$ cat config.mk
export PLATFORM = sky130hd
export DESIGN_NAME = serial_register_access_master_core
export DESIGN_NICKNAME = d
export VERILOG_FILES = /design/src/hw/rtl/sram_pkg.sv /design/src/hw/rtl/serial_register_access_master_core.sv
export VERILOG_INCLUDE_DIRS = /design/src /design/src/hw/rtl
export SDC_FILE = /design/constraint.sdc
export NUM_CORES = 1
export LEC_CHECK = 0
export BUFFER_PORTS_ARGS = -buffer_cell sky130_fd_sc_hd__buf_2
export CAP_MARGIN = 25
export CORE_AREA = 2 2 119 121
export CTS_CLUSTER_SIZE = 12
export DETAILED_ROUTE_END_ITERATION = 10
export DIE_AREA = 0 0 121 123
export PLACE_DENSITY = 0.72
export SYNTH_ARGS = -nofsm -noshare
export SYNTH_HDL_FRONTEND = slang
export SYNTH_SLANG_ARGS = --single-unit
$ cat constraint.sdc
create_clock -name i_clk -period 15.5 [get_ports i_clk]
set_clock_uncertainty 0.2 [all_clocks]
set_input_delay 0 -clock i_clk [delete_from_list [all_inputs] [get_ports i_clk]]
set_output_delay 0 -clock i_clk [all_outputs]
set_load 0.01 [all_outputs]
$ cat src/hw/rtl/assert_macros.svh
// Assertion helpers used by serial_register_access_master_core.
`ifndef ASSERT_MACROS_SVH
`define ASSERT_MACROS_SVH

// Check a property on every rising clock edge, held off while reset is low.
`define ASSERT_CLK(label, clk, rst_n, prop, msg) \
    label: assert property (@(posedge clk) disable iff (!(rst_n)) (prop)) \
        else $error(msg);

// Check that one condition implies another in the same cycle.
`define ASSERT_IMPL(label, clk, rst_n, ante, cons, msg) \
    `ASSERT_CLK(label, clk, rst_n, (ante) |-> (cons), msg)

`endif

$ cat src/hw/rtl/sram_pkg.sv
package sram_pkg;

    localparam int REG_COUNT_DEF = 25;
    localparam int ADDR_W        = 5;
    localparam int DATA_W        = 32;
    localparam int SHIFT_W       = 40;

    localparam logic [7:0] READ_FLAG = 8'h80;

    localparam logic [1:0] OP_TICK  = 2'd0;
    localparam logic [1:0] OP_WRITE = 2'd1;
    localparam logic [1:0] OP_READ  = 2'd2;

    // Register size in bytes; addresses past the documented table use four.
    localparam logic [2:0] SIZE_TABLE [32] = '{
        3'd1, 3'd3, 3'd2, 3'd3, 3'd4, 3'd2, 3'd3, 3'd2,
        3'd4, 3'd4, 3'd4, 3'd4, 3'd4, 3'd4, 3'd4, 3'd4,
        3'd4, 3'd4, 3'd4, 3'd4, 3'd4, 3'd4, 3'd4, 3'd4,
        3'd4, 3'd4, 3'd4, 3'd4, 3'd4, 3'd4, 3'd4, 3'd4
    };

    typedef enum logic [2:0] {
        PH_IDLE    = 3'd0,
        PH_INST_LO = 3'd1,
        PH_INST_HI = 3'd2,
        PH_DATA_LO = 3'd3,
        PH_DATA_HI = 3'd4,
        PH_FINISH  = 3'd5
    } t_phase;

    typedef struct packed {
        logic              chip_select_n;
        logic              serial_clock;
        logic              sdio_out;
        logic              sdio_drive;
        logic              busy_res;
        logic              done_res;
        logic [DATA_W-1:0] read_data;
        logic              bad_address;
    } t_result;

endpackage

$ cat src/hw/rtl/serial_register_access_master_core.sv
// An accepted tick's result is registered in the output or the skid register.
// Throughput: one tick per clock cycle unless o_stall is high; a transaction
//   spans 2*(8+8*size)+1 ticks plus the start tick, set by the phase sequencer
//   stepping once per tick. A two-entry output stage (result register plus skid
//   register) keeps the input side free of the output stall path.
// Reset (i_rst_n low, synchronous): phase returns to idle, output stage empties.
`include "assert_macros.svh"

module serial_register_access_master_core #(
    parameter int REG_COUNT = sram_pkg::REG_COUNT_DEF
) (
    input  logic                       i_clk,
    input  logic                       i_rst_n,
    // tick transaction in
    input  logic                       i_valid,
    output logic                       o_stall,
    input  logic [1:0]                 i_opcode,
    input  logic [sram_pkg::ADDR_W-1:0] i_address,
    input  logic [sram_pkg::DATA_W-1:0] i_write_data,
    input  logic                       i_sdio_in,
    // result transaction out
    output logic                       o_valid,
    input  logic                       i_stall,
    output logic                       o_chip_select_n,
    output logic                       o_serial_clock,
    output logic                       o_sdio_out,
    output logic                       o_sdio_drive,
    output logic                       o_busy_res,
    output logic                       o_done_res,
    output logic [sram_pkg::DATA_W-1:0] o_read_data,
    output logic                       o_bad_address
);
    import sram_pkg::*;

    // Sequencer state
    t_phase               r_phase, n_phase;
    logic [5:0]           r_bits_left, n_bits_left;
    logic [SHIFT_W-1:0]   r_out_shift, n_out_shift;
    logic [DATA_W-1:0]    r_in_shift, n_in_shift;
    logic                 r_reading, n_reading;
    logic [2:0]           r_data_bytes, n_data_bytes;

    // Output stage
    t_result              r_out, r_skid, n_result;
    logic                 r_out_valid, r_skid_valid;

    logic                 in_fire;
    logic                 out_take;
    logic                 start_req;
    logic                 addr_bad;
    logic [2:0]           start_size;
    logic [7:0]           instr_byte;
    logic [DATA_W-1:0]    wdata_aligned;
    logic                 top_bit;
    logic [5:0]           bits_dec;

    assign o_stall  = r_skid_valid;
    assign in_fire  = i_valid && !r_skid_valid;
    assign out_take = r_out_valid && !i_stall;

    assign start_req  = (i_opcode == OP_WRITE) || (i_opcode == OP_READ);
    assign addr_bad   = {1'b0, i_address} >= 6'(REG_COUNT);
    assign start_size = SIZE_TABLE[i_address];
    assign instr_byte = 8'(i_address) | ((i_opcode == OP_READ) ? READ_FLAG : 8'h00);
    assign top_bit    = r_out_shift[SHIFT_W-1];
    assign bits_dec   = r_bits_left - 6'd1;

    // Left-justify the register's low bytes so the MSB goes out first.
    always_comb begin
        case (start_size)
            3'd1:    wdata_aligned = {i_write_data[7:0], 24'h0};
            3'd2:    wdata_aligned = {i_write_data[15:0], 16'h0};
            3'd3:    wdata_aligned = {i_write_data[23:0], 8'h0};
            default: wdata_aligned = i_write_data;
        endcase
    end

    // Next state and sequencer datapath
    always_comb begin
        n_phase      = r_phase;
        n_bits_left  = r_bits_left;
        n_out_shift  = r_out_shift;
        n_in_shift   = r_in_shift;
        n_reading    = r_reading;
        n_data_bytes = r_data_bytes;
        unique case (r_phase)
            PH_INST_LO: begin
                n_phase = PH_INST_HI;
            end
            PH_INST_HI: begin
                n_out_shift = {r_out_shift[SHIFT_W-2:0], 1'b0};
                if (bits_dec == 6'd0) begin
                    n_bits_left = {r_data_bytes, 3'b000};
                    n_phase     = PH_DATA_LO;
                end else begin
                    n_bits_left = bits_dec;
                    n_phase     = PH_INST_LO;
                end
            end
            PH_DATA_LO: begin
                if (r_reading) begin
                    n_in_shift = {r_in_shift[DATA_W-2:0], i_sdio_in};
                end
                n_phase = PH_DATA_HI;
            end
            PH_DATA_HI: begin
                if (!r_reading) begin
                    n_out_shift = {r_out_shift[SHIFT_W-2:0], 1'b0};
                end
                n_bits_left = bits_dec;
                n_phase     = (bits_dec == 6'd0) ? PH_FINISH : PH_DATA_LO;
            end
            PH_FINISH: begin
                n_phase = PH_IDLE;
            end
            default: begin
                n_phase = PH_IDLE;
                if (start_req && !addr_bad) begin
                    n_reading    = (i_opcode == OP_READ);
                    n_data_bytes = start_size;
                    n_bits_left  = 6'd8;
                    n_in_shift   = '0;
                    n_out_shift  = {instr_byte,
                                    (i_opcode == OP_READ) ? {DATA_W{1'b0}} : wdata_aligned};
                    n_phase      = PH_INST_LO;
                end
            end
        endcase
    end

    // Pin levels and flags for this tick
    always_comb begin
        n_result = '{chip_select_n: 1'b1, serial_clock: 1'b1, sdio_out: 1'b0,
                     sdio_drive: 1'b1, busy_res: 1'b0, done_res: 1'b0,
                     read_data: '0, bad_address: 1'b0};
        unique case (r_phase)
            PH_INST_LO: begin
                n_result.chip_select_n = 1'b0;
                n_result.serial_clock  = 1'b0;
                n_result.busy_res      = 1'b1;
                n_result.sdio_out      = top_bit;
            end
            PH_INST_HI: begin
                n_result.chip_select_n = 1'b0;
                n_result.busy_res      = 1'b1;
                n_result.sdio_out      = top_bit;
            end
            PH_DATA_LO: begin
                n_result.chip_select_n = 1'b0;
                n_result.serial_clock  = 1'b0;
                n_result.busy_res      = 1'b1;
                n_result.sdio_drive    = !r_reading;
                n_result.sdio_out      = !r_reading && top_bit;
            end
            PH_DATA_HI: begin
                n_result.chip_select_n = 1'b0;
                n_result.busy_res      = 1'b1;
                n_result.sdio_drive    = !r_reading;
                n_result.sdio_out      = !r_reading && top_bit;
            end
            PH_FINISH: begin
                n_result.done_res  = 1'b1;
                n_result.read_data = r_reading ? r_in_shift : '0;
            end
            default: begin
                if (start_req) begin
                    if (addr_bad) begin
                        n_result.bad_address = 1'b1;
                    end else begin
                        n_result.chip_select_n = 1'b0;
                        n_result.busy_res      = 1'b1;
                    end
                end
            end
        endcase
    end

    // Advance the sequencer on every accepted tick
    always_ff @(posedge i_clk) begin
        if (!i_rst_n) begin
            r_phase <= PH_IDLE;
        end else if (in_fire) begin
            r_phase <= n_phase;
        end
    end

    always_ff @(posedge i_clk) begin
        if (in_fire) begin
            r_bits_left  <= n_bits_left;
            r_out_shift  <= n_out_shift;
            r_in_shift   <= n_in_shift;
            r_reading    <= n_reading;
            r_data_bytes <= n_data_bytes;
        end
    end

    // Output register with skid: hold a result in the skid register when the
    // output register is full and stalled, drain it first when the sink frees up.
    always_ff @(posedge i_clk) begin
        if (!i_rst_n) begin
            r_out_valid  <= 1'b0;
            r_skid_valid <= 1'b0;
        end else if (out_take || !r_out_valid) begin
            if (r_skid_valid) begin
                r_out_valid  <= 1'b1;
                r_skid_valid <= 1'b0;
            end else begin
                r_out_valid <= in_fire;
            end
        end else if (in_fire) begin
            r_skid_valid <= 1'b1;
        end
    end

    always_ff @(posedge i_clk) begin
        if (out_take || !r_out_valid) begin
            r_out <= r_skid_valid ? r_skid : n_result;
        end else if (in_fire) begin
            r_skid <= n_result;
        end
    end

    assign o_valid         = r_out_valid;
    assign o_chip_select_n = r_out.chip_select_n;
    assign o_serial_clock  = r_out.serial_clock;
    assign o_sdio_out      = r_out.sdio_out;
    assign o_sdio_drive    = r_out.sdio_drive;
    assign o_busy_res      = r_out.busy_res;
    assign o_done_res      = r_out.done_res;
    assign o_read_data     = r_out.read_data;
    assign o_bad_address   = r_out.bad_address;

    // The skid register only fills behind a full output register.
    `ASSERT_IMPL(a_skid_behind_out, i_clk, i_rst_n, r_skid_valid, r_out_valid,
        "skid register holds a result while the output register is empty")
    // Every bit phase has at least one bit still to move.
    `ASSERT_IMPL(a_bits_left_live, i_clk, i_rst_n,
        (r_phase == PH_INST_LO || r_phase == PH_INST_HI ||
         r_phase == PH_DATA_LO || r_phase == PH_DATA_HI),
        r_bits_left != 6'd0, "bit phase entered with no bits left")
    // A finishing tick is never reported as busy.
    `ASSERT_IMPL(a_done_not_busy, i_clk, i_rst_n, r_out_valid && r_out.done_res,
        !r_out.busy_res && r_out.chip_select_n, "done result still shows busy")
    // A rejected start leaves the bus idle.
    `ASSERT_IMPL(a_bad_keeps_idle, i_clk, i_rst_n, in_fire && n_result.bad_address,
        n_phase == PH_IDLE, "rejected start left the idle phase")

endmodule

==> results by group <==
Yosys
  • Register bit total from synthesis: 165
  • Synth Area per Inst: 13.6 um2
  • Primary FF master, synth: edfxtp_1
  • Post-synth EDFFs: 160
  • Yosys cell types: 54
  • Register area share after synthesis: 0.667
  • Share of flip-flops with an asynchronous set or reset: 0
  • Cells after synthesis: 540
  • Net Count, Synth: 588
  • Cell Area, Synth: 0.00736 mm2
  • Synth warn: 0

Drt
  • Post-Route WL: 15.1 mm
  • DR iter-0 viols: 475
  • Via Count: 4883
  • Met2 routed WL: 7.24 mm
  • Routed len/inst: 17.4 um
  • Met3 WL: 962 um
  • DR vias/cell: 5.63
  • Top Layer Used: met4
  • Routed Antenna Nets: 0
  • Wire length on met1: 6.67 mm
  • Drt drc: 0
  • Drt pass-1 iters: 5

Setup path
  • Crit start category: primary input
  • Crit path max-delay family: compound AO/OA/AOI/OAI gates
  • Crit path cell chain: dlygate4sd3_1, buf_2, o311ai_0, nand2_1, a221oi_1, a21boi_4, buf_4
  • Critical path class: in -> reg
  • CP endpoint kind: flop
  • Crit path max-delay cell type: a221oi_1
  • Worst R2R Path Depth: 4
  • Crit Path Max Fanout: 40
  • Req. time, crit path: 15.35 ns
  • CP Data Arrival Time: 3.41 ns
  • Critical path depth in cells: 7
  • CP bufs+invs: 3
  • CP max stage delay: 0.95 ns

Pwr
  • Power Total: 1.03 mW
  • VDD IR max: 79.1 uV
  • PD cells: 112 mW/mm2
  • Leakage Power: 3.59 nW

Timing
  • Hold Fails Final Rpt: 0
  • # setup viols final: 0
  • Max-slew violations: 0
  • Worst-margin pin slew: 1.05 ns
  • Rel. slew slack: 0.297
  • Sum Neg Setup Slack: 0 ns
  • Final period util: 0.229
  • RSZ-0062 raised after global routing: no
  • Achievable frequency: 281 MHz
  • Crit path time final: 3.56 ns

Clock network
  • CTS tree: built
  • CTS clk-pin slew, worst paths: 0.06 ns
  • Root Driver: clkbuf_16
  • Clk sinks: 165
  • CTS HTree Levels: 4
  • Worst-skew pair later-pin latency: 0.42 ns
  • CTS Buf Count: 17
  • Max Root-Sink Buffers: 2

Placed design
  • Port Buffers: 84
  • Dpl hpwl: 9.27 mm
  • Gpl congestion: 0.918
  • Dpl cells: 775

Global route
  • Grt ovf: 0
  • Overall Global Routing Usage: 0.211
  • Largest net degree at the start of global routing: 51
  • First-pass GRT wire length: 24.0 mm
  • Initial antenna violation count: 0
  • Vias in the first global route: 4767

Hold path
  • Min-Delay Path Class: in -> reg
  • WHS Path Cells: 4

Die
  • Ports: 85
  • Core Region: 0.0136 mm2
  • Die Width: 121 um
  • Initial Util: 0.541
  • Site row count: 43
  • Die area: 0.0149 mm2
  • Die H: 123 um

Flow run
  • Max-Cap Viols: 0

Cells and area
  • Final nets: 723
  • Filler-free cell count of the finished design: 867
  • Ant. Diodes: 0
  • Fillers: 954
  • Commonest cells after routing, fill and taps aside: edfxtp_1 (160), buf_2 (84), dlygate4sd3_1 (58)
  • Area of the multi-input gates: 0.00229 mm2
  • Most common cell after layout, fill and taps aside: edfxtp_1
  • Area grow syn2layout: 24.8%
  • Final core utilization: 0.675
  • Ratio of cells with drive above 1 in the final layout: 0.275
  • Register area: 0.00491 mm2

Run status
  • Status: finished, final reports clean
-- path summary, 6_finish.rpt --
path / startpoint / endpoint / slack, ns
worst max-delay path: i_address[1] / r_out_shift[7] / 11.94
worst min-delay path: i_rst_n / r_phase[2] / 0.22
worst max register to register: r_phase[2] / r_out_shift[7] / 12.34
worst min register to register: r_out_shift[29] / r_out_shift[30] / 0.33
-- cells by family after synthesis --
family | count (synthesis) | share of synthesized area
muxes | 44 | 0.0670
and+or+nand+nor | 182 | 0.137
DFF | 165 | 0.667
adders and majority gates | 4 | 0.00680
AOI/OAI and AO/OA | 92 | 0.0937
buffers and inverters | 50 | 0.0258
xor gates and xnor gates | 3 | 0.00357
-- cells in the mapped netlist (2+ instances only) --
cell / n / share of area
edfxtp_1: 160 / 0.65
mux2_2: 42 / 0.064
and2_1: 36 / 0.031
nand2_1: 35 / 0.018
and3_1: 34 / 0.029
clkbuf_1: 34 / 0.017
nor2_1: 31 / 0.016
a221oi_1: 16 / 0.019
o21ai_0: 16 / 0.011
o31ai_1: 16 / 0.016
inv_1: 12 / 0.0061
a22oi_1: 8 / 0.0082
nor3_1: 8 / 0.0054
a22o_1: 7 / 0.0083
nand2b_1: 7 / 0.0060
nand3_1: 7 / 0.0048
or4b_2: 7 / 0.0095
a21oi_1: 6 / 0.0041
dfxtp_1: 5 / 0.014
a211oi_1: 4 / 0.0041
ha_1: 4 / 0.0068
nor4_1: 3 / 0.0026
or3b_2: 3 / 0.0036
a21boi_0: 2 / 0.0020
buf_2: 2 / 0.0014
mux2i_1: 2 / 0.0027
nand3b_1: 2 / 0.0020
nor3b_1: 2 / 0.0020
o21a_1: 2 / 0.0020
o21bai_1: 2 / 0.0020
xor2_1: 2 / 0.0024
-- flip-flops by register name, indices dropped and copies added (netlist names) --
name / cells
r_data_bytes: 3
o_sdio_out: 1
o_read_data: 32
o_sdio_drive: 1
o_chip_select_n: 1
o_done_res: 1
o_busy_res: 1
r_out_shift: 40
r_bits_left: 6
o_serial_clock: 1
o_bad_address: 1
o_valid: 1
r_reading: 1
o_stall: 1
r_skid: 39
r_phase: 3
r_in_shift: 32
-- through the flow --
step / setup WS (ns) / cell area, um2 / hold WS [ns]
global placement: 12.16 / 7950 / 0.0969
CTS: 11.93 / 9140 / 0.193
floorplan: 10.25 / 7360 / -0.0688
global route: 11.62 / 9180 / 0.205
finish: 11.94 / 9180 / 0.219
detailed placement: 12.01 / 7980 / 0.0948
-- what timing repair did --
item                                   CTS  global route
resized for setup                        0             0
hold buffers                            58             0
setup buffers                            0             0
setup endpoints to repair                0             0
endpoints found under the hold margin   48             0
-- layer usage --
metal / up-vias / GRT usage
li1: 2344 / -
met1: 2356 / 0.288
met2: 170 / 0.336
met3: 13 / 0.0447
met4: 0 / 0.0814
met5: - / 0
-- power by group --
part	switching [mW]	leakage, nW	internal [mW]	total [mW]
registers	0.00725	1.61	0.513	0.520
logic	0.0478	1.70	0.0386	0.0864
clock network	0.169	0.278	0.252	0.421
-- worst register-to-register path, delay by kind of cell, from the launching register on --
kind / cells / cell delay, ns
DFF: 1 / 0.63
AOI/OAI and AO/OA: 2 / 1.24
xor gates and xnor gates: 1 / 0.26
buffers and inverters: 1 / 0.46
-- final cells by class --
cell class	instances	share of cell area
Clock inverter	13	0.0170
Inverter	13	0.00531
Multi-Input combinational cell	325	0.250
Tap cell	180	0.0245
Timing Repair Buffer	153	0.122
Clock buffer	18	0.0467
Sequential cell	165	0.534
No activity file was read; power rests on OpenSTA's default activity.
